===== src/design/sawsu_pkg.sv =====
package sawsu_pkg;

  // Command codes on in_data.cmd
  localparam logic [1:0] CMD_SEND    = 2'd0;
  localparam logic [1:0] CMD_ACK     = 2'd1;
  localparam logic [1:0] CMD_TIMEOUT = 2'd2;

  // Configuration register indexes
  localparam int unsigned CFG_IDX_W = 2;
  localparam logic [CFG_IDX_W-1:0] CFG_WINDOW_SIZE = 2'd0;
  localparam logic [CFG_IDX_W-1:0] CFG_LOSS_PERIOD = 2'd1;

  // Register reset values
  localparam logic [7:0]  WINDOW_SIZE_RST = 8'd8;
  localparam logic [6:0]  LOSS_PERIOD_RST = 7'd0;
  localparam logic [15:0] SEQ_RST         = 16'd1;

  typedef enum logic [3:0] {
    ACT_IGNORE      = 4'd0,
    ACT_TRANSMIT    = 4'd1,
    ACT_LOSS_DROP   = 4'd2,
    ACT_WINDOW_FULL = 4'd3,
    ACT_BASE_ADV    = 4'd4,
    ACT_ACK_CACHED  = 4'd5,
    ACT_RESEND      = 4'd6,
    ACT_NO_RESEND   = 4'd7,
    ACT_CACHE_FULL  = 4'd8
  } act_t;

  typedef enum logic [2:0] {
    ST_IDLE,
    ST_DIV,
    ST_DRAIN_RD,
    ST_DRAIN_CMP,
    ST_REPLY
  } state_t;

  typedef struct packed {
    logic [1:0]  cmd;
    logic [15:0] ack_number;
    logic        checksum_ok;
    logic        fin_ack;
    logic        packet_is_fin;
  } in_item_t;

  typedef struct packed {
    logic [3:0]  action;
    logic [15:0] packet_seq;
    logic [15:0] window_base;
    logic [15:0] next_sequence;
    logic [7:0]  in_flight;
    logic        done_res;
  } out_item_t;

  // Control from the sequencer to the ack cache
  typedef struct packed {
    logic push;
    logic pop;
    logic rd;
  } cache_ctl_t;

  // Status from the ack cache
  typedef struct packed {
    logic        empty;
    logic        full;
    logic        one_left;
    logic [15:0] head_data;
  } cache_st_t;

  // Status of the remainder unit
  typedef struct packed {
    logic running;
    logic done;
    logic zero;
  } rem_st_t;

endpackage


===== src/design/sawsu_cache.sv =====
module sawsu_cache import sawsu_pkg::*; #(
  parameter int unsigned DEPTH = 256
) (
  input  logic        clk,
  input  logic        rst_n,
  input  cache_ctl_t  ctl,
  input  logic [15:0] wdata,
  output cache_st_t   stat
);

  localparam int unsigned AW = $clog2(DEPTH);
  localparam int unsigned CW = $clog2(DEPTH + 1);

  logic [15:0]   mem [DEPTH];
  logic [AW-1:0] head_r, head_nxt;
  logic [CW-1:0] count_r, count_nxt;
  logic [15:0]   rdata_r;
  logic [CW:0]   tail_sum;
  logic [CW:0]   tail_wrap;
  logic [AW-1:0] tail_idx;

  // Tail slot = (head + count) mod DEPTH, sum stays below twice the depth
  always_comb begin
    tail_sum  = (CW+1)'(head_r) + (CW+1)'(count_r);
    tail_wrap = (tail_sum >= (CW+1)'(DEPTH)) ? tail_sum - (CW+1)'(DEPTH) : tail_sum;
    tail_idx  = tail_wrap[AW-1:0];
  end

  // Head and fill count
  always_comb begin
    head_nxt  = head_r;
    count_nxt = count_r;
    if (ctl.pop) begin
      head_nxt  = (head_r == AW'(DEPTH - 1)) ? '0 : head_r + AW'(1);
      count_nxt = count_r - CW'(1);
    end else if (ctl.push) begin
      count_nxt = count_r + CW'(1);
    end
  end

  always_ff @(posedge clk) begin
    if (!rst_n) begin
      head_r  <= '0;
      count_r <= '0;
    end else begin
      head_r  <= head_nxt;
      count_r <= count_nxt;
    end
  end

  // Ack store: one write port, one registered read port at the head
  always_ff @(posedge clk) begin
    if (ctl.push) begin
      mem[tail_idx] <= wdata;
    end
  end

  always_ff @(posedge clk) begin
    if (ctl.rd) begin
      rdata_r <= mem[head_r];
    end
  end

  assign stat.empty     = (count_r == '0);
  assign stat.full      = (count_r == CW'(DEPTH));
  assign stat.one_left  = (count_r == CW'(1));
  assign stat.head_data = rdata_r;

endmodule


===== config.mk =====
export PLATFORM = sky130hd
export DESIGN_NAME = sawsu_cache
export DESIGN_NICKNAME = d
export VERILOG_FILES = /design/src/design/sawsu_pkg.sv /design/src/design/sawsu_cache.sv
export SDC_FILE = /design/constraint.sdc
export NUM_CORES = 2
export LEC_CHECK = 0
export BUFFER_PORTS_ARGS = -buffer_cell sky130_fd_sc_hd__buf_4
export CAP_MARGIN = 20
export CORE_MARGIN = 4
export CORE_UTILIZATION = 39
export DETAILED_ROUTE_END_ITERATION = 8
export SYNTH_ARGS = -nofsm -noshare
export SYNTH_HDL_FRONTEND = slang
export SYNTH_SLANG_ARGS = --single-unit
export TNS_END_PERCENT = 20

===== constraint.sdc =====
create_clock -name clk -period 9.9 [get_ports clk]
set_input_delay 1.98 -clock clk [delete_from_list [all_inputs] [get_ports clk]]
set_output_delay 1.98 -clock clk [all_outputs]
set_load 0.1 [all_outputs]

==> results.json <==
{
  "fin_nets": 7778,
  "cp-end-kind": "flip-flop",
  "cts_tree": "done",
  "async_flop_share_pct": 0,
  "port_buffers": 39,
  "synth_cell_types": 89,
  "cts_buffer_depth": 4,
  "status": "finished clean",
  "synth_top_area_share_pct": 77.0,
  "finalPower_mw": 37.5,
  "layout_setup_ws_ns": 4.32,
  "dr.pass1.iters": 5,
  "htreeDepth": 5,
  "period_needed_ns": 5.58,
  "crit_path_start_kind": "flip-flop",
  "rows": 235,
  "die_area_mm2": 0.421,
  "wl_mm": 459,
  "vias": 81100,
  "die_x_um": 649,
  "powerDensity_mw_per_mm2": 205,
  "tightestPinTransition_ns": 1.23,
  "whs_ns": 0.610,
  "groute.usage.overall_pct": 21.3,
  "syn_nets": 7310,
  "crit_type": "flip-flop to flip-flop",
  "dp_slack_ns": 4.20,
  "leakagePower_nw": 55.5,
  "yosys.cell_count.top_type": "edfxtp_1",
  "die_y_um": 649,
  "core_area_mm2": 0.410,
  "ys_top_cells_by_area": "edfxtp_1 77%, mux4_2 13%, mux2i_1 2.6%",
  "synth_common_cells": "4112 x edfxtp_1, 916 x mux4_2, 421 x mux2i_1, 284 x nor3_1, 148 x buf_2",
  "synth_top_area_cell": "edfxtp_1",
  "insertion_delay_ns": 1.00,
  "initial_utilization_pct": 39.2,
  "grt_pass1_vias": 79900,
  "final.setup_skew_ns": 0.0826,
  "gp_routability_congestion": 0.865,
  "drive_above_1_share_pct": 28.8,
  "areaGrowthSynthToFinish_pct": 14.3,
  "root_buffer": "clkbuf_16",
  "ys.flop_type": "edfxtp_1",
  "critical_path_required_ns": 10.65,
  "synth-edff-count": 4112,
  "clk_pin_slew_ns": 0.07,
  "final_cells": 13600,
  "cap_violations": 0,
  "cts_made_buffers": 415,
  "dr.first_iter.drc_count": 11600,
  "routedWlPerCell_um": 33.9,
  "postCtsSetupBuffers": 0,
  "critPathArrivalTime_ns": 6.33,
  "yosysSeqAreaShare_pct": 77.2,
  "final.setup.tns_ns": 0,
  "viasPerCell": 5.98,
  "hold_viol_final": 0,
  "cts_resized": 0,
  "grt_setup_unrepaired": "no",
  "cp_max_fo": 131,
  "drc": 0,
  "avgSynthCellArea_um2": 22.0,
  "postCtsHoldBufs": 0,
  "ys_ff_latch": 4129,
  "setup_viol": 0,
  "cts_sinks": 4129,
  "grt_antenna_before_repair": 25,
  "io_pins": 40,
  "vdd_drop_max_mv": 0.160,
  "synth_area_mm2": 0.160,
  "regToRegSetupSlack_ns": 4.32,
  "grt_max_degree": 132,
  "hold_class": "flip-flop to flip-flop",
  "dp.cells": 12800,
  "hpwl_mm": 266,
  "grt_pass1_wl_mm": 641,
  "antenna_left": 0,
  "synth_warnings": 0,
  "slew_violations": 0,
  "fin_crit_sh_pct": 56.4,
  "grt-ovfl-total": 0,
  "syn_inst": 7276,
  "maxSlewHeadroom_pct": 17.7,
  "fmax_ghz": 0.179
}
[flip-flops by register name (all words and copies together) (netlist names)]
signal / flops
head_r: 8
mem: 4096
count_r: 9
rdata_r: 16
[metrics by stage]
| stage | instance area, um2 | util, % |
|---|---|---|
| global placement | 170000 | 41.4 |
| finish | 183000 | 44.8 |
| floorplan | 160000 | - |
| detailed placement | 170000 | 41.4 |
| CTS | 183000 | 44.7 |
| global route | 183000 | 44.8 |
[layout make-up]
type                            instances  area [um2]
Tap cell                             5451        6820
Sequential cell                      4129      124000
Antenna cell                           16        40.0
Clock inverter                        261        2610
Inverter                               10        52.6
Fill cell                           33900      226000
Multi-Input combinational cell       2689       34900
Clock buffer                          500       10900
Timing Repair Buffer                  499        4200
[metal layers]
layer,track usage (%),up-vias,share of wire [%]
met3,3.97,846,9.3
met1,29.3,43900,39
li1,-,32000,-
met4,8.46,6,4.6
met5,0,-,0.016
met2,33.9,4401,47
[critical path, cell delays in order, from the launching register on]
cell and delay (ns):
dfxtp_4 0.66, buf_4 0.69, buf_4 0.70, buf_12 0.54, mux4_2 0.42, mux4_2 0.50, o22ai_1 0.62, a21oi_1 0.35
a221o_1 0.42
[cells by family after synthesis]
group | after synthesis | synth area share [%]
AOI/OAI and AO/OA | 648 | 2.84
xor gates and xnor gates | 24 | 0.131
adders and majority gates | 13 | 0.106
and+or+nand+nor | 625 | 1.82
buffers and inverters | 458 | 1.89
muxes | 1379 | 16.0
DFF | 4129 | 77.2
[power breakdown]
group          switching, mW  internal (mW)  leakage (nW)  total [mW]
combinational           1.64          0.920          11.8        2.56
sequential            0.0599           19.3          37.1        19.4
clock                   6.65           8.92          6.58        15.6
total                   8.35           29.2          55.5        37.5
[placed cells by master (no fill, tap or decap), types with 11 or more instances in the layout]
cell	instances
nor2_1	97
buf_12	18
o21ai_1	11
clkinv_2	88
and2_1	15
clkbuf_1	76
edfxtp_1	4112
mux4_1	22
o22ai_1	68
ha_1	12
xnor2_1	18
bufinv_16	42
nor3_2	257
diode_2	16
mux4_2	916
a22oi_1	12
buf_4	451
o21ai_0	91
mux2_2	20
clkinv_1	94
buf_8	16
nor3_1	26
clkbuf_16	420
a21oi_1	142
mux2i_1	421
a31oi_1	11
a211oi_1	24
clkinvlp_4	14
nand2_1	143
a2111oi_0	11
o221ai_1	90
a221oi_1	81
nand3_1	30
[path summary, 6_finish.rpt]
path	endpoint	depth (start not counted)	from
hold / removal	count_r[8]$_SDFFE_PN0P_	2	count_r[8]$_SDFFE_PN0P_
setup / recovery	rdata_r[10]$_DFFE_PP_	8	head_r[1]$_SDFFE_PN0P_
setup reg to reg	rdata_r[10]$_DFFE_PP_	8	head_r[1]$_SDFFE_PN0P_
hold reg to reg	count_r[8]$_SDFFE_PN0P_	2	count_r[8]$_SDFFE_PN0P_
No activity file was read; power rests on OpenSTA's default activity.
