<file path="config.mk">
export PLATFORM = sky130hd
export DESIGN_NAME = sawsu_rem
export DESIGN_NICKNAME = d
export VERILOG_FILES = /design/src/design/sawsu_pkg.sv /design/src/design/sawsu_rem.sv
export SDC_FILE = /design/constraint.sdc
export NUM_CORES = 1
export LEC_CHECK = 0
export ABC_AREA = 1
export BUFFER_PORTS_ARGS = -buffer_cell sky130_fd_sc_hd__buf_2
export CORE_MARGIN = 5
export CORE_UTILIZATION = 53
export CTS_BUF_LIST = sky130_fd_sc_hd__clkbuf_8
export DETAILED_ROUTE_END_ITERATION = 16
export GPL_ROUTABILITY_DRIVEN = 0
export PLACE_DENSITY = 0.78
export SYNTH_ARGS = -nofsm -noshare
export SYNTH_HDL_FRONTEND = slang
export SYNTH_SLANG_ARGS = --single-unit
</file>
<file path="constraint.sdc">
create_clock -name clk -period 1.6 [get_ports clk]
set_clock_uncertainty 0.2 [all_clocks]
set_input_delay 0.32 -clock clk [delete_from_list [all_inputs] [get_ports clk]]
set_output_delay 0.32 -clock clk [all_outputs]
set_load 0.02 [all_outputs]
</file>
<file path="src/design/sawsu_pkg.sv">
package sawsu_pkg;

  // Command codes on in_data.cmd
  localparam logic [1:0] CMD_SEND    = 2'd0;
  localparam logic [1:0] CMD_ACK     = 2'd1;
  localparam logic [1:0] CMD_TIMEOUT = 2'd2;

  // Configuration register indexes
  localparam int unsigned CFG_IDX_W = 2;
  localparam logic [CFG_IDX_W-1:0] CFG_WINDOW_SIZE = 2'd0;
  localparam logic [CFG_IDX_W-1:0] CFG_LOSS_PERIOD = 2'd1;

  // Register reset values
  localparam logic [7:0]  WINDOW_SIZE_RST = 8'd8;
  localparam logic [6:0]  LOSS_PERIOD_RST = 7'd0;
  localparam logic [15:0] SEQ_RST         = 16'd1;

  typedef enum logic [3:0] {
    ACT_IGNORE      = 4'd0,
    ACT_TRANSMIT    = 4'd1,
    ACT_LOSS_DROP   = 4'd2,
    ACT_WINDOW_FULL = 4'd3,
    ACT_BASE_ADV    = 4'd4,
    ACT_ACK_CACHED  = 4'd5,
    ACT_RESEND      = 4'd6,
    ACT_NO_RESEND   = 4'd7,
    ACT_CACHE_FULL  = 4'd8
  } act_t;

  typedef enum logic [2:0] {
    ST_IDLE,
    ST_DIV,
    ST_DRAIN_RD,
    ST_DRAIN_CMP,
    ST_REPLY
  } state_t;

  typedef struct packed {
    logic [1:0]  cmd;
    logic [15:0] ack_number;
    logic        checksum_ok;
    logic        fin_ack;
    logic        packet_is_fin;
  } in_item_t;

  typedef struct packed {
    logic [3:0]  action;
    logic [15:0] packet_seq;
    logic [15:0] window_base;
    logic [15:0] next_sequence;
    logic [7:0]  in_flight;
    logic        done_res;
  } out_item_t;

  // Control from the sequencer to the ack cache
  typedef struct packed {
    logic push;
    logic pop;
    logic rd;
  } cache_ctl_t;

  // Status from the ack cache
  typedef struct packed {
    logic        empty;
    logic        full;
    logic        one_left;
    logic [15:0] head_data;
  } cache_st_t;

  // Status of the remainder unit
  typedef struct packed {
    logic running;
    logic done;
    logic zero;
  } rem_st_t;

endpackage

</file>
<file path="src/design/sawsu_rem.sv">
module sawsu_rem import sawsu_pkg::*; (
  input  logic        clk,
  input  logic        rst_n,
  input  logic        start,
  input  logic [15:0] dividend,
  input  logic [7:0]  divisor,
  output rem_st_t     stat
);

  logic [15:0] dvd_r, dvd_nxt;
  logic [7:0]  div_r, div_nxt;
  logic [7:0]  rem_r, rem_nxt;
  logic [3:0]  cnt_r, cnt_nxt;
  logic        run_r, run_nxt;
  logic        done_r, done_nxt;
  logic [8:0]  trial;

  // One restoring step per cycle, MSB of the dividend first
  always_comb begin
    dvd_nxt  = dvd_r;
    div_nxt  = div_r;
    rem_nxt  = rem_r;
    cnt_nxt  = cnt_r;
    run_nxt  = run_r;
    done_nxt = 1'b0;
    trial    = {rem_r, dvd_r[15]};
    if (start) begin
      dvd_nxt = dividend;
      div_nxt = divisor;
      rem_nxt = '0;
      cnt_nxt = 4'd15;
      run_nxt = 1'b1;
    end else if (run_r) begin
      if (trial >= {1'b0, div_r}) begin
        rem_nxt = 8'(trial - {1'b0, div_r});
      end else begin
        rem_nxt = trial[7:0];
      end
      dvd_nxt = {dvd_r[14:0], 1'b0};
      cnt_nxt = cnt_r - 4'd1;
      if (cnt_r == 4'd0) begin
        run_nxt  = 1'b0;
        done_nxt = 1'b1;
      end
    end
  end

  always_ff @(posedge clk) begin
    if (!rst_n) begin
      run_r  <= 1'b0;
      done_r <= 1'b0;
    end else begin
      run_r  <= run_nxt;
      done_r <= done_nxt;
    end
  end

  always_ff @(posedge clk) begin
    dvd_r <= dvd_nxt;
    div_r <= div_nxt;
    rem_r <= rem_nxt;
    cnt_r <= cnt_nxt;
  end

  assign stat.running = run_r;
  assign stat.done    = done_r;
  assign stat.zero    = (rem_r == 8'd0);

endmodule

</file>
==> results of run 1 <==
power by group:
part / internal [mW] / switching [mW]
registers: 1.13 / 0.0300
logic: 0.262 / 0.280
clock network: 0.293 / 0.310
metrics by stage:
stage               hold WS [ns]  TNS (ns)
global route             0.00435     -2.80
CTS                      0.00143     -1.96
floorplan                  0.219   -0.0482
finish                    0.0127     -1.92
global placement           0.268    -0.932
detailed placement         0.274     -1.18
per-layer routing:
layer / up-vias / GRT usage (%) / part of all wire (%)
met5: - / 0 / 0
met4: 0 / 7.93 / 2.2
met3: 7 / 4.91 / 4.5
met2: 33 / 31.3 / 50
met1: 811 / 22.5 / 44
li1: 921 / - / -
cell usage after synthesis (all sizes together):
| cell type | count |
|---|---|
| inv | 34 |
| xnor2 | 1 |
| fa | 1 |
| a22oi | 1 |
| nand2 | 103 |
| clkbuf | 1 |
| ha | 9 |
| edfxtp | 24 |
| nand3b | 1 |
| a21oi | 5 |
| nor3 | 1 |
| nand3 | 24 |
| buf | 4 |
| xor2 | 2 |
| nor4 | 1 |
| dfxtp | 14 |
| o211ai | 1 |
| o21ai | 2 |
| nand4 | 3 |
| nor2 | 13 |
worst max-delay path, delay by kind of cell, from the launching register on:
kind	cells	cell delay [ns]
buffers and inverters	2	0.16
adders and majority gates	1	0.29
and+or+nand+nor	8	0.72
DFF	1	0.33
worst max-delay path by stage:
stage / startpoint / to / slack [ns] / cells past startpoint
floorplan: div_r[0]$_DFFE_PP_ / rem_r[6]$_SDFFE_PP0P_ / -0.04 / 10
global placement: div_r[4]$_DFFE_PP_ / rem_r[3]$_SDFFE_PP0P_ / -0.12 / 11
detailed placement: div_r[4]$_DFFE_PP_ / rem_r[1]$_SDFFE_PP0P_ / -0.16 / 11
CTS: rem_r[2]$_SDFFE_PP0P_ / stat[0] / -0.25 / 5
global route: rem_r[4]$_SDFFE_PP0P_ / rem_r[2]$_SDFFE_PP0P_ / -0.33 / 9
finish: rem_r[3]$_SDFFE_PP0P_ / rem_r[1]$_SDFFE_PP0P_ / -0.23 / 11
sequential cells by signal, indices dropped and copies added, names as in the netlist:
register	count
run_r	1
cnt_r	4
div_r	8
dvd_r	16
done_r	1
rem_r	8
cells by family after synthesis:
family                   synth area share [%]
flip-flops                               49.6
AO/OA/AOI/OAI                            2.67
adder cells (fa/ha/maj)                  6.57
buffers and inverters                    7.75
XOR/XNOR                                 1.30
AND/OR/NAND/NOR                          32.1
final cells by class:
class | instances | area, um2
Multi-Input combinational cell | 169 | 1020
Sequential cell | 38 | 1010
Fill cell | 286 | 891
Timing Repair Buffer | 67 | 490
Inverter | 34 | 135
Clock buffer | 5 | 68.8
Tap cell | 48 | 60.1
Clock inverter | 3 | 12.5
what timing repair did:
action                                  in CTS  in global routing
buffers inserted                             7                  2
endpoints found under the setup margin       9                  9
cloned                                       1                  0
gates resized for setup                     26                  8
hold buffers                                 4                  0
hold endpoints to repair                     4                  0
pin swaps                                    7                  5
==> results.toml, run 1 <==
[global_routing]
overflow = 0
grt_pass1_vias = 1728
grt_max_degree = 18
antenna_found_initial = 0
grt.total_usage_pct = 18.7
grt_first_pass_wirelength_mm = 7.39

[power]
power.density_nw_per_um2 = 823
power.leakage_nw = 1.42
ir_worst_vdd_uv = 748
power_mw = 2.30

[sta]
finalCriticalPeriod_ns = 1.83
rsz0062_at_grt = "yes"
tightest_slew_ns = 0.324
fin_ws_ns = -0.232
slew_headroom_pct = 78.4
fmax_ghz = 0.546
period_share_pct = 115
finalMaxSlewViolations = 0
hold_viol_final = 0
setup_viol = 9

[routing]
vias = 1772
finalWirelength_mm = 4.32
drt_iter0_markers = 125
via_per_inst = 4.87
wl_per_cell_um = 11.9
drcViolationCount = 0
firstDrtPassIters = 4
ant_nets = 0

[die]
pin_count = 30
rows = 22
fp.coreArea_um2 = 3690
dieArea_um2 = 5140
die_h_um = 71.7
start_util_pct = 54.7
die_w_um = 71.7

[worst_setup_path]
rr_worst_depth = 11
worstSetupEndpointType = "flip-flop"
cp_common_cell = "nand2_2"
max_stage_delay_ns = 0.33
rr_startpoint = "rem_r[3]$_SDFFE_PP0P_"
crit_chain = "buf_6 > ha_4 > nand2_4 > inv_2 > nand4_1 > nand2_2 > nand2_4 > nand2_8 > nand2_2 > nand3_2 > nand2_2"
cp_slowest_cell = "dfxtp_2"
worstPathRequired_ns = 1.57
path_class = "reg2reg"
crit_arrival_ns = 1.81
crit_path_start_kind = "flip-flop"
cp_max_fo = 8
r2r_slack_ns = -0.23
r2r_end = "rem_r[1]$_SDFFE_PP0P_"

[clock_tree]
cts_max_level = 2
cts_inserted_buffers = 5
clock_latency_ns = 0.29
cts_buffer_depth = 2
root_buffer = "clkbuf_8"
cts_tree = "yes"
clkTransAtPathRegs_ns = 0.07
clkSinkCount = 38

[run_status]
violations = "negative setup slack"
status = "complete, but fails checks"

[placed_design]
io_buffers = 29
hpwl_mm = 3.17
dp_cells = 342
pre_cts_slack_ns = -0.160
place_area_um2 = 2490

[yosys]
synth_area_per_cell_um2 = 8.24
synth_seq_cells = 38
ys_types = 27
yosys-top-cells-area = "edfxtp_1 36%, nand2_1 19%, dfxtp_1 14%, nand3_1 6.0%, inv_1 5.8%"
syn-cell-area_um2 = 2020
synth-seq-area-share_pct = 49.6
yosysTopAreaCell = "edfxtp_1"
synth_nets = 282
synthCells = 245
synth_top_cell_area_share_pct = 35.7
synth-warning-count = 0

[finish]
nNetsFinal = 352
diodes = 0
final_cell_mix = "94 x nand2_1, 28 x buf_2, 27 x buf_4"
drive_gt1_share_pct = 38.0
layout_commonest_cell = "nand2_1"
stdcell_area_um2 = 2800
fin_util_pct = 75.8
area_growth_pct = 38.6
layout.cells.non_filler = 364

[run]
drv_cap = 0

[min_path]
whs_path_depth = 1
holdPathEnd = "div_r[3]$_DFFE_PP_"
min_path_type = "in2reg"
holdCritStartpoint = "divisor[3]"
(Power assumes the default switching activity.)
==> run 2, diff against run 1 <==
--- a/config.mk
+++ b/config.mk
@@ -6,13 +6,13 @@
 export NUM_CORES = 1
 export LEC_CHECK = 0
 export ABC_AREA = 1
-export BUFFER_PORTS_ARGS = -buffer_cell sky130_fd_sc_hd__buf_2
 export CORE_MARGIN = 5
-export CORE_UTILIZATION = 53
+export CORE_UTILIZATION = 55
 export CTS_BUF_LIST = sky130_fd_sc_hd__clkbuf_8
 export DETAILED_ROUTE_END_ITERATION = 16
+export DONT_BUFFER_PORTS = 1
 export GPL_ROUTABILITY_DRIVEN = 0
-export PLACE_DENSITY = 0.78
+export PLACE_DENSITY = 0.73
 export SYNTH_ARGS = -nofsm -noshare
 export SYNTH_HDL_FRONTEND = slang
 export SYNTH_SLANG_ARGS = --single-unit
==> constraint.sdc (replaced) <==
create_clock -name clk -period 1.6 [get_ports clk]
set_clock_uncertainty 0.2 [all_clocks]
set_input_delay 0.32 -clock clk [delete_from_list [all_inputs] [get_ports clk]]
set_output_delay 0.32 -clock clk [all_outputs]
set_load 0.05 [all_outputs]
==> results.toml, run 2 (synthesis results as in run 1) <==
[run_status]
status = "complete, but fails checks"
violations = "negative setup slack"

[clock_tree]
cts_inserted_buffers = 5
clkSinkCount = 38
cts_buffer_depth = 2
clkTransAtPathRegs_ns = 0.07
root_buffer = "clkbuf_8"
cts_max_level = 2
clock_latency_ns = 0.28
cts_tree = "yes"

[worst_setup_path]
crit_arrival_ns = 1.36
max_stage_delay_ns = 0.32
cp_slowest_cell = "dfxtp_2"
worst-path-stages = 5
worstSetupEndpointType = "output pin"
rr_startpoint = "rem_r[2]$_SDFFE_PP0P_"
cp_max_fo = 2
crit_end = "stat[0]"
worst_path_dominant_cell_family = "simple AND/OR/NAND/NOR gates"
worstSetupStartpoint = "rem_r[4]$_SDFFE_PP0P_"
worstPathRequired_ns = 1.08
path_class = "reg2out"
r2r_end = "rem_r[6]$_SDFFE_PP0P_"
r2r_slack_ns = -0.23
rr_worst_depth = 12
crit_chain = "buf_4 > inv_2 > nand4_1 > nor4_4 > buf_12"
critPathBufInv = 3
crit_path_start_kind = "flip-flop"

[global_routing]
grt.total_usage_pct = 17.3
grt_max_degree = 21
grt_first_pass_wirelength_mm = 6.77
grt_pass1_vias = 1507
overflow = 0
antenna_found_initial = 0

[placed_design]
dp_cells = 304
io_buffers = 0
hpwl_mm = 2.94

[die]
die_w_um = 70.6
rows = 22
die_h_um = 70.6
fp.coreArea_um2 = 3610
start_util_pct = 56.0
dieArea_um2 = 4980
pin_count = 30

[sta]
rsz0062_at_grt = "yes"
fmax_ghz = 0.533
timing.hold.ws_ns = 0.0153
setup_viol = 9
slew_headroom_pct = 63.4
finalCriticalPeriod_ns = 1.88
finalMaxSlewViolations = 0
fin_ws_ns = -0.277
hold_viol_final = 0
tightest_slew_ns = 0.547
period_share_pct = 117

[routing]
drt_iter0_markers = 76
vias = 1662
top_layer = "met4"
via_per_inst = 5.02
firstDrtPassIters = 4
ant_nets = 0
finalWirelength_mm = 4.33
wl_per_cell_um = 13.1
met2_length_mm = 2.20
wl_met3_um = 287
wl_met1_mm = 1.81
drcViolationCount = 0

[finish]
top_regs = "dvd_r: 16 flops, div_r: 8 flops, rem_r: 8 flops"
largest-register = "dvd_r"
layout.cells.non_filler = 331
diodes = 0
nNetsFinal = 319
largest_reg_flops = 16
drive_gt1_share_pct = 31.8
layout_commonest_cell = "nand2_1"
final_cell_mix = "89 x nand2_1, 24 x edfxtp_1, 21 x inv_1"
area_growth_pct = 31.4

[power]
clkPwrFrac_pct = 27.9
power.internal_mw = 1.70
ir_worst_vdd_uv = 660
power.density_nw_per_um2 = 873
p_sw_share_pct = 26.7
seqPwrFrac_pct = 49.9
power.leakage_nw = 1.29
comb_power_share_pct = 22.2
switching_power_mw = 0.619

[min_path]
min_path_type = "in2reg"

[run]
drv_cap = 0
-- run 2: cell types whose count changed in the layout (fill, tap and decap cells not counted), moves of 2 or more --
cell,previous run,this run
buf_6,6,2
buf_4,27,20
nand2_2,6,10
dlygate4sd3_1,4,10
inv_2,11,13
buf_2,28,0
nand2_1,94,89
-- run 2: how the worst min path moves through the flow --
stage	from	end	slack [ns]	cells after the start
finish	start	dvd_r[1]$_DFFE_PP_	0.02	2
CTS	start	dvd_r[1]$_DFFE_PP_	0.01	2
global placement	divisor[5]	div_r[5]$_DFFE_PP_	0.22	0
floorplan	divisor[0]	div_r[0]$_DFFE_PP_	0.22	0
global route	start	dvd_r[10]$_DFFE_PP_	0.02	2
detailed placement	divisor[5]	div_r[5]$_DFFE_PP_	0.22	0
-- run 2: worst reg2reg max path, delay by kind of cell, from the launching register on --
| family | cells | cell delay (ns) |
|---|---|---|
| buf+inv | 2 | 0.27 |
| fa+ha+maj | 1 | 0.29 |
| simple gates | 9 | 0.61 |
| flops | 1 | 0.35 |
-- run 2: power groups by stage --
stage          Sequential [mW]  Clock [mW]  Combinational, mW
2_1_floorplan             1.17           0              0.312
3_3_place_gp              1.18           0              0.426
3_5_place_dp              1.18           0              0.431
4_1_cts                   1.16       0.661              0.472
5_1_grt                   1.16       0.716              0.567
6_report                  1.16       0.645              0.514
-- run 2: through the flow --
stage	util [%]	area (um2)	setup slack (ns)	total power, mW	TNS [ns]
finish	73.5	2650	-0.277	2.32	-1.95
floorplan	-	2130	-0.0433	1.48	-0.0987
CTS	70.0	2520	-0.336	2.29	-1.48
global placement	63.5	2290	-0.182	1.60	-1.09
detailed placement	63.5	2290	-0.198	1.61	-1.36
global route	73.5	2650	-0.366	2.45	-2.77
-- run 2: layout make-up --
cell class / instances / area, um2
Multi-Input combinational cell: 169 / 1040
Sequential cell: 38 / 1010
Fill cell: 263 / 955
Timing Repair Buffer: 34 / 313
Inverter: 34 / 133
Clock buffer: 6 / 82.6
Tap cell: 48 / 60.1
Clock inverter: 2 / 7.51
-- run 2: what timing repair did --
action | 4_1_cts | 5_1_grt
gates resized for setup | 10 | 25
setup endpoints to repair | 9 | 9
hold buffers | 10 | 0
pin swaps | 4 | 8
endpoints found under the hold margin | 20 | 0
cloned | 1 | 0
buffers inserted | 1 | 7
-- run 2: metal layers --
layer | up-vias | track usage [%]
met5 | - | 0
met2 | 51 | 30.1
met4 | 0 | 4.59
met1 | 752 | 21.3
met3 | 5 | 4.69
li1 | 854 | -
==> run 3, diff against run 2 <==
--- a/config.mk
+++ b/config.mk
@@ -7,12 +7,12 @@
 export LEC_CHECK = 0
 export ABC_AREA = 1
 export CORE_MARGIN = 5
-export CORE_UTILIZATION = 55
+export CORE_UTILIZATION = 59
 export CTS_BUF_LIST = sky130_fd_sc_hd__clkbuf_8
 export DETAILED_ROUTE_END_ITERATION = 16
 export DONT_BUFFER_PORTS = 1
 export GPL_ROUTABILITY_DRIVEN = 0
-export PLACE_DENSITY = 0.73
+export PLACE_DENSITY = 0.78
 export SYNTH_ARGS = -nofsm -noshare
 export SYNTH_HDL_FRONTEND = slang
 export SYNTH_SLANG_ARGS = --single-unit
==> results.toml, run 3 (synthesis results as in run 1) <==
[run_status]
status = "complete, but fails checks"
violations = "negative setup slack"

[clock_tree]
cts_max_level = 2
cts_tree = "yes"
cts_inserted_buffers = 5
root_buffer = "clkbuf_8"
clkTransAtPathRegs_ns = 0.07
cts_buffer_depth = 2
clock_latency_ns = 0.29
clkSinkCount = 38

[placed_design]
hpwl_mm = 3.00
io_buffers = 0
pre_cts_slack_ns = -0.200
place_area_um2 = 2310
dp_cells = 305

[sta]
fin_setup_tns_ns = -2.49
rsz0062_at_grt = "yes"
setup_viol = 9
period_share_pct = 120
fmax_ghz = 0.519
tightest_slew_ns = 0.623
finalMaxSlewViolations = 0
hold_viol_final = 0
slew_headroom_pct = 58.3
timing.hold.ws_ns = 0.00401
fin_ws_ns = -0.325
finalCriticalPeriod_ns = 1.93

[worst_setup_path]
cp_slowest_cell = "dfxtp_2"
cp_max_fo = 8
worst-path-stages = 11
r2r_slack_ns = -0.33
worstSetupStartpoint = "rem_r[5]$_SDFFE_PP0P_"
rr_worst_depth = 11
rr_startpoint = "rem_r[5]$_SDFFE_PP0P_"
path_class = "reg2reg"
critPathBufInv = 1
r2r_end = "rem_r[0]$_SDFFE_PP0P_"
worst_path_dominant_cell_family = "simple AND/OR/NAND/NOR gates"
crit_arrival_ns = 1.96
crit_chain = "buf_4 > ha_4 > nand2_2 > nand2_2 > nand2_1 > nand2_2 > nor2_4 > nand2_8 > nand2_1 > nand3_1 > nand2_1"
worstSetupEndpointType = "flip-flop"
worstPathRequired_ns = 1.63
max_stage_delay_ns = 0.33
crit_end = "rem_r[0]$_SDFFE_PP0P_"
crit_path_start_kind = "flip-flop"

[power]
power_mw = 2.52
seqPwrFrac_pct = 45.9
power.internal_mw = 1.84
comb_power_share_pct = 23.2
ir_worst_vdd_uv = 808
p_sw_share_pct = 26.9
power.density_nw_per_um2 = 919
switching_power_mw = 0.680
power.leakage_nw = 1.33
clkPwrFrac_pct = 31.0

[finish]
layout.cells.non_filler = 336
nNetsFinal = 326
fin_util_pct = 82.3
final_cell_mix = "86 x nand2_1, 24 x edfxtp_1, 22 x buf_4"
nFillCells = 208
diodes = 0
top_regs = "dvd_r: 16 flops, div_r: 8 flops, rem_r: 8 flops"
layout_commonest_cell = "nand2_1"
stdcell_area_um2 = 2750
largest_reg_flops = 16
largest-register = "dvd_r"
area_growth_pct = 36.0
drive_gt1_share_pct = 34.8

[global_routing]
grt_first_pass_wirelength_mm = 7.86
grt_pass1_vias = 1726
antenna_found_initial = 0
grt.total_usage_pct = 23.4
grt_max_degree = 21
overflow = 0

[routing]
vias = 1821
drt_iter0_markers = 151
ant_nets = 0
drcViolationCount = 0
via_per_inst = 5.42
finalWirelength_mm = 5.20
firstDrtPassIters = 5
wl_per_cell_um = 15.5

[die]
dieArea_um2 = 4690
die_h_um = 68.5
die_w_um = 68.5
fp.coreArea_um2 = 3340
pin_count = 30
start_util_pct = 60.5
rows = 21

[run]
drv_cap = 0

[min_path]
min_path_type = "in2reg"
run 3: worst reg2reg max path, stage by stage, from the launching register on:
cell and delay, ns:
dfxtp_2 0.33, buf_4 0.13, ha_4 0.23, nand2_2 0.07, nand2_2 0.06, nand2_1 0.08
nand2_2 0.10, nor2_4 0.27, nand2_8 0.11, nand2_1 0.11, nand3_1 0.09, nand2_1 0.09
run 3: routing by layer:
metal / share of wire (%) / global-route usage, % / up-vias
met4: 3.3 / 10.7 / 0
met2: 52 / 38.7 / 87
met5: 0 / 0 / -
met1: 39 / 28.2 / 846
met3: 5.6 / 6.40 / 16
li1: - / - / 872
run 3: worst min path at each step:
| stage | startpoint | endpoint | cells after the start |
|---|---|---|---|
| final | dividend[0] | dvd_r[0]$_SDFFCE_PN0P_ | 2 |
| after global routing | dividend[0] | dvd_r[0]$_SDFFCE_PN0P_ | 2 |
| after CTS | dividend[0] | dvd_r[0]$_SDFFCE_PN0P_ | 2 |
| after detailed placement | divisor[2] | div_r[2]$_DFFE_PP_ | 0 |
| after global placement | divisor[0] | div_r[0]$_DFFE_PP_ | 0 |
| after floorplan | divisor[0] | div_r[0]$_DFFE_PP_ | 0 |
run 3: layout make-up:
cell class / count / area [um2] / share of cell area [%]
inverter: 34 / 133 / 4.83
clock buffer: 5 / 68.8 / 2.51
multi-input combinational: 170 / 1080 / 39.2
sequential: 38 / 1010 / 36.7
tap: 46 / 57.6 / 2.10
clock inverter: 3 / 37.5 / 1.37
timing repair buffer: 40 / 364 / 13.3
run 3: timing repair:
item | in CTS | in global routing
hold buffers | 10 | 0
resized for setup | 24 | 22
gates cloned | 1 | 1
endpoints found under the hold margin | 20 | 0
buffers inserted | 10 | 1
setup endpoints to repair | 9 | 9
pin swaps | 11 | 4
run 3: power by group through the flow:
stage	Clock [mW]	Combinational, mW	Sequential (mW)
final	0.781	0.584	1.16
after global routing	0.838	0.630	1.16
after CTS	0.778	0.521	1.15
after detailed placement	0	0.447	1.18
after global placement	0	0.439	1.17
after floorplan	0	0.312	1.17
